--- src/hw/rtl/variable_partition_allocator_assert.svh ---
// assertion macros for the partition allocator
`ifndef VARIABLE_PARTITION_ALLOCATOR_ASSERT_SVH
`define VARIABLE_PARTITION_ALLOCATOR_ASSERT_SVH

// same-cycle implication
`define VPA_ASSERT_NOW(label, a, b) \
  label: assert property (@(posedge clk) disable iff (rst) (a) |-> (b)) \
    else $error("vpa assertion failed");

// next-cycle implication
`define VPA_ASSERT_NEXT(label, a, b) \
  label: assert property (@(posedge clk) disable iff (rst) (a) |=> (b)) \
    else $error("vpa assertion failed");

`endif

--- src/hw/rtl/vpa_pkg.sv ---
package vpa_pkg;

  localparam int SEGMENTS_DEF   = 32;
  localparam int ADDR_WIDTH_DEF = 20;
  localparam int MSIZE_W        = 21;
  localparam int EXAM_W         = 6;
  localparam logic [MSIZE_W-1:0] MSIZE_RESET = 21'd65536;

  typedef logic [2:0] op_t;
  localparam op_t OP_NONE    = 3'd0;
  localparam op_t OP_INIT    = 3'd1;
  localparam op_t OP_SETUSED = 3'd2;
  localparam op_t OP_INSERT  = 3'd3;
  localparam op_t OP_DROP    = 3'd4;

  localparam logic [1:0] ST_OK       = 2'd0;
  localparam logic [1:0] ST_NO_FIT   = 2'd1;
  localparam logic [1:0] ST_FULL     = 2'd2;
  localparam logic [1:0] ST_NOT_FOUND = 2'd3;

  localparam logic [1:0] POL_FIRST = 2'd0;
  localparam logic [1:0] POL_WORST = 2'd1;
  localparam logic [1:0] POL_MOD   = 2'd2;

  localparam logic REG_MSIZE  = 1'b0;
  localparam logic REG_POLICY = 1'b1;

  // zero acts as one, oversize acts as the whole address space
  function automatic logic [32:0] clamp_size(input logic [MSIZE_W-1:0] v, input int aw);
    logic [32:0] t;
    logic [32:0] top;
    t = 33'(v);
    top = 33'(1) << aw;
    if (t == 33'd0) t = 33'd1;
    if (t > top) t = top;
    return t;
  endfunction

endpackage

--- src/hw/rtl/vpa_cell.sv ---
module vpa_cell #(
  parameter int ME = 0,
  parameter int AW = vpa_pkg::ADDR_WIDTH_DEF,
  parameter int CW = 6,
  parameter logic [AW:0] RESET_LEN = '0
) (
  input  logic          clk,
  input  logic          rst,
  input  vpa_pkg::op_t  op,
  input  logic [CW-1:0] op_idx,
  input  logic [AW:0]   a_len,
  input  logic [AW-1:0] b_base,
  input  logic [AW:0]   b_len,
  input  logic          flag,
  input  logic [AW-1:0] left_base,
  input  logic [AW:0]   left_len,
  input  logic          left_used,
  input  logic [AW-1:0] right_base,
  input  logic [AW:0]   right_len,
  input  logic          right_used,
  output logic [AW-1:0] base,
  output logic [AW:0]   len,
  output logic          used
);

  logic [CW:0] me;
  logic [CW:0] idx;
  assign me  = (CW+1)'(ME);
  assign idx = {1'b0, op_idx};

  // segment entry, shifted along the chain on insert and drop
  always_ff @(posedge clk) begin
    if (rst) begin
      base <= '0;
      len  <= (ME == 0) ? RESET_LEN : '0;
      used <= 1'b0;
    end else begin
      case (op)
        vpa_pkg::OP_INIT: begin
          base <= '0;
          len  <= (ME == 0) ? a_len : '0;
          used <= 1'b0;
        end
        vpa_pkg::OP_SETUSED: begin
          if (me == idx) used <= flag;
        end
        vpa_pkg::OP_INSERT: begin
          if (me == idx) begin
            len <= a_len;
          end else if (me == idx + 1'b1) begin
            base <= b_base;
            len  <= b_len;
            used <= 1'b1;
          end else if (me > idx + 1'b1) begin
            base <= left_base;
            len  <= left_len;
            used <= left_used;
          end
        end
        vpa_pkg::OP_DROP: begin
          if (me + 1'b1 == idx) begin
            len <= len + right_len;
          end else if (me >= idx) begin
            base <= right_base;
            len  <= right_len;
            used <= right_used;
          end
        end
        default: begin
        end
      endcase
    end
  end

endmodule

--- config.mk ---
export PLATFORM = sky130hd
export DESIGN_NAME = vpa_cell
export DESIGN_NICKNAME = d
export VERILOG_FILES = /design/src/hw/rtl/variable_partition_allocator_assert.svh /design/src/hw/rtl/vpa_pkg.sv /design/src/hw/rtl/vpa_cell.sv
export SDC_FILE = /design/constraint.sdc
export NUM_CORES = 1
export LEC_CHECK = 0
export ABC_AREA = 1
export BUFFER_PORTS_ARGS = -buffer_cell sky130_fd_sc_hd__buf_2
export CAP_MARGIN = 15
export CORE_MARGIN = 5
export CORE_UTILIZATION = 28
export DETAILED_ROUTE_END_ITERATION = 10
export GPL_TIMING_DRIVEN = 0
export PLACE_DENSITY_LB_ADDON = 0.3
export SLEW_MARGIN = 20
export SYNTH_ARGS = -nofsm -noshare
export SYNTH_HDL_FRONTEND = slang
export SYNTH_SLANG_ARGS = --single-unit
--- constraint.sdc ---
create_clock -name clk -period 2.2 [get_ports clk]
set_input_delay 0.44 -clock clk [delete_from_list [all_inputs] [get_ports clk]]
set_output_delay 0.44 -clock clk [all_outputs]
set_load 0.05 [all_outputs]
== After elaboration in Yosys (flattened, before gate mapping) ==
Cells that the tools add are included.
Widths: inputs -> output; s select.
Storage, ports and cells
  word-level logic and storage cells: 45
  memory bits (writable): 0
  bits in latches: 0
  register bits after elaboration: 42
  memories: 0
  bits in read-only memories: 0
  input bits: 158
Cells by class
  bitwise gates (word level): 0
  order comparisons: 2
  multiply operators: 0
  div/mod/pow operators: 0
  $add $sub $neg: 2
  equal/unequal tests: 12
  shift operators: 0
  muxes and demuxes: 19
  reductions and logical operators: 7
Operators by type and width (count)
  $mux 21: 5
  $mux 20: 5
  $pmux 21 s3: 1
  $pmux 20 s3: 1
  $add 21x21->21: 1
  $logic_not 7->1: 2
  $ne 2x2->1 const B: 4
  $add 6x1->7 const B: 1
  $gt 1x7->1 const A: 1
  $eq 1x6->1 const A: 1
  $eq 3x2->1 const B: 2
  $ge 1x6->1 const A: 1
  $mux 1: 6
  $ne 3x3->1 const B: 2
  $reduce_and 6->1: 1
  $reduce_and 5->1: 1
  $ne 4x4->1 const B: 1
  $pmux 1 s4: 1
  $reduce_bool 4->1: 1
  $eq 3x1->1 const B: 1
  $eq 3x3->1 const B: 1
  $reduce_and 3->1: 1
  $reduce_bool 3->1: 1

== Logic depth before layout (Yosys ltp) ==
  depth after elaboration: 6
  depth in mapped cells: 14
  gate-level depth less buffers: 14

== Least setup slack after synthesis ==
No wires, ideal clock.
  path kind: register to register
  start point: register len[0]
  end point: register len[12]
  path buffers: 0
  period minus slack after synthesis: 2202 ps
  setup time: 70 ps
  arrival: 2132 ps
  stages on the path, launching flop included: 15
  path slack: -2 ps
  cells stage by stage: dfxtp_1 > ha_1 > inv_1 > fa_1 > inv_1 > nand3_1 > nand3_1 > nand2_1 > nand2_1 > nand2_1 > nand2_1 > nand2_1 > nand3_1 > nand2_1 > a21oi_1
Between the ends
  longest elaborated chain between the ends: 3
RTL lines
  start: declaration: RTL line vpa_cell.sv:22  | output logic [AW:0] len,
  start signal: assignment: RTL line vpa_cell.sv:35  | len <= (ME == 0) ? RESET_LEN : '0;
  start signal: assignment: RTL line vpa_cell.sv:41  | len <= (ME == 0) ? a_len : '0;
  start signal: assignment: RTL line vpa_cell.sv:49  | len <= a_len;
  $add 21x21->21: RTL line vpa_cell.sv:62  | len <= len + right_len;
  $mux 21: RTL line vpa_cell.sv:61  | if (me + 1'b1 == idx) begin
  $pmux 21 s3: RTL line vpa_cell.sv:38  | case (op)
Every way passes these cells.
A chain may end at the register's enable or synchronous reset.

== Worst setup path in the final report ==
  start point: register len[0]
  end point: register len[14]
Same word-level chain as after synthesis.

==> flow_summary.yaml <==
run_status:
  status: "completed"
layout:
  n_antenna_cell: 0
  num-nets-final: 1246
  fin_cells: 1285
  seq_area_um2: 842
  fin_util_pct: 37.4
  syn_to_final_growth_pct: 31.6
  fill_cells: 1893
  multi_input_area_um2: 3300
  drive_gt1_share_pct: 24.5
logic_synthesis:
  synth_cell_types: 36
  yosys.area.top_type: "nand2_1"
  syn_inst: 856
  syn-num-nets: 1038
  synth.most_common_cell: "nand2_1"
  synthTopCellsByCount: "265 x nand2_1, 118 x nor2_1, 94 x inv_1"
  synthTopCellsByArea: "nand2_1 21%, dfxtp_1 18%, nor2_1 9.5%"
  ys_seq_area_share_pct: 18.0
  syn_area_um2: 4670
  async_reset_ff_share_pct: 0
  synth_area_per_cell_um2: 5.46
  synth_top_area_share_pct: 21.3
  ys_ff_latch: 42
  synth_edf_count: 0
  ys.flop_type: "dfxtp_1"
  yosys_warnings: 0
timing:
  fin_ws_ns: 0.150
  finalHoldViolCount: 0
  fmax_mhz: 488
  final-setup-viol-count: 0
  worst_pin_slew_ns: 0.675
  holdWs_ns: 0.313
  relSlewSlack_pct: 55.0
  finClkSkew_ns: 0.00425
  fin_tns_setup_ns: 0
  fin_crit_sh_pct: 93.2
  min_period_ns: 2.05
  maxSlewViolCount: 0
clocking:
  cts_hold_buffers: 0
  cts_made_buffers: 5
  path_clk_slew_ns: 0.07
  cts_root_buffer: "clkbuf_16"
  cts_max_path_buffers: 2
  clock_latency_ns: 0.29
  cts_sinks: 42
  cts.htree.levels: 2
  cts_tree: "yes"
floorplan:
  die_w_um: 139
  core_um2: 16500
  die_height_um: 139
  start_util_pct: 28.4
  num_io_pins: 200
  die_area_um2: 19400
  std_cell_rows: 47
setup_path:
  critPathTopFamily: "simple AND/OR/NAND/NOR gates"
  cp_max_fo: 4
  path_class: "flip-flop to flip-flop"
  r2r_slack_ns: 0.15
  cpPeakStageDelay_ns: 0.35
  cp_slowest_cell: "dfxtp_2"
  critPathArrivalTime_ns: 2.27
  critPathBufInv: 2
  required_ns: 2.42
  cp-start-kind: "flip-flop"
  endpoint_kind: "flip-flop"
  path_common_cell: "nand2_1"
  cp_cell_sequence: "ha_2, inv_1, fa_2, inv_1, nand3_1, nand3_4, nand2_1, nand2_1, nand2_1, nand2_1, nand2_1, nand3_1, nand2_1, a21oi_1"
detailed_routing:
  vias_per_cell: 4.71
  drcViolationCount: 0
  drt_pass1_iterations: 5
  drtIter0Drc: 531
  post_drt_wl_per_cell_um: 15.2
  postRouteAntennaNets: 0
  vias: 6054
  wl_um: 19600
grt:
  grt_use_total_pct: 19.4
  grt_pass1_wl_um: 30500
  overflow: 0
  grt_pass1_vias: 5732
  grt_max_degree: 14
  grt_antenna_before_repair: 1
place:
  portBuffers: 199
  dp_cells: 1275
  gp_congestion: 0.933
  place_hpwl_um: 16200
  pre_cts_ws_ns: -0.228
power:
  leakage_nw: 3.48
  power_density_nw_per_um2: 488
  p_clk_share_pct: 25.9
  p_comb_share_pct: 44.4
  p_int_w: 0.00173
  p_sw_share_pct: 42.3
  irDropWorstVdd_v: 0.000291
  p_seq_share_pct: 29.7
  power.switching_w: 0.00127
flow_run:
  drv_cap: 0
hold_path:
  hold_class: "input port to flip-flop"
[metal layers]
layer | wire length, µm | vias up | global-route usage (%)
li1 | - | 3169 | -
met1 | 9090 | 2680 | 27.4
met2 | 9120 | 187 | 31.7
met3 | 1120 | 16 | 2.86
met4 | 221 | 2 | 3.66
met5 | 7 | - | 0
[final timing paths]
check / endpoint / cells past startpoint / start
max: len[14]$_SDFFE_PP0P_ / 14 / len[0]$_SDFFE_PP0P_
min: base[19]$_SDFFE_PP0P_ / 2 / rst
max reg2reg: len[14]$_SDFFE_PP0P_ / 14 / len[0]$_SDFFE_PP0P_
min reg2reg: base[19]$_SDFFE_PP0P_ / 2 / base[19]$_SDFFE_PP0P_
[placed cells by master (no fill, tap or decap), types with 2 or more instances in the layout]
cell / count
a21oi_1: 63
a21oi_2: 10
and2_1: 4
buf_1: 3
buf_2: 214
buf_4: 2
buf_6: 2
clkbuf_1: 18
clkbuf_16: 5
clkbuf_2: 2
clkinv_1: 2
dfxtp_1: 41
ha_1: 22
inv_1: 94
inv_2: 6
nand2_1: 264
nand2_2: 2
nand3_1: 73
nand3_2: 4
nand3_4: 2
nand4_1: 16
nor2_1: 118
nor2_2: 2
nor3_1: 3
o211ai_1: 9
o21a_1: 18
o21ai_0: 36
o21ai_1: 10
o21ai_2: 2
o21bai_1: 3
xnor2_1: 3
[kinds of logic after synthesis]
logic type | count (synthesis) | synth area share [%]
compound gates | 152 | 18.7
xor+xnor | 4 | 0.750
fa+ha+maj | 24 | 6.59
buf+inv | 142 | 12.2
flops | 42 | 18.0
simple gates | 492 | 43.8
[layout make-up]
type,instances,share of cell area [%]
clock buffer,6,2.26
timing repair buffer,201,16.4
sequential,42,13.7
clock inverter,2,0.203
buffer,40,3.03
multi-input combinational,672,53.7
inverter,102,6.22
tap,220,4.48
[power groups by stage]
stage | Combinational, W | Clock, W | Sequential [W]
finish | 0.00133 | 0.000778 | 0.000893
CTS | 0.00131 | 0.000783 | 0.000895
detailed placement | 0.00131 | 0 | 0.000911
global route | 0.00148 | 0.000811 | 0.000901
global placement | 0.00130 | 0 | 0.000910
floorplan | 0.000649 | 0 | 0.00114
[metrics by stage]
step	power, W	cell area (µm²)
2_1_floorplan	0.00179	4670
3_3_place_gp	0.00221	5950
3_5_place_dp	0.00222	5950
4_1_cts	0.00299	6100
5_1_grt	0.00319	6150
6_report	0.00300	6150
[registers in the layout (all words and copies together) (netlist names)]
| register | count |
|---|---|
| base | 20 |
| len | 21 |
| used | 1 |
[timing repair]
action | in CTS | in global routing
pin swaps | 0 | 0
resized for setup | 1 | 10
setup buffers | 0 | 2
cloned | 0 | 0
endpoints found under the setup margin | 3 | 23
[worst register-to-register path: stages (launching register included)]
cell and delay, ns:
dfxtp_2 0.35, ha_2 0.20, inv_1 0.06, fa_2 0.34, inv_1 0.10, nand3_1 0.12
nand3_4 0.11, nand2_1 0.07, nand2_1 0.10, nand2_1 0.11, nand2_1 0.08, nand2_1 0.05
nand3_1 0.08, nand2_1 0.07, a21oi_1 0.14
Power figures use the tool's default switching activity.
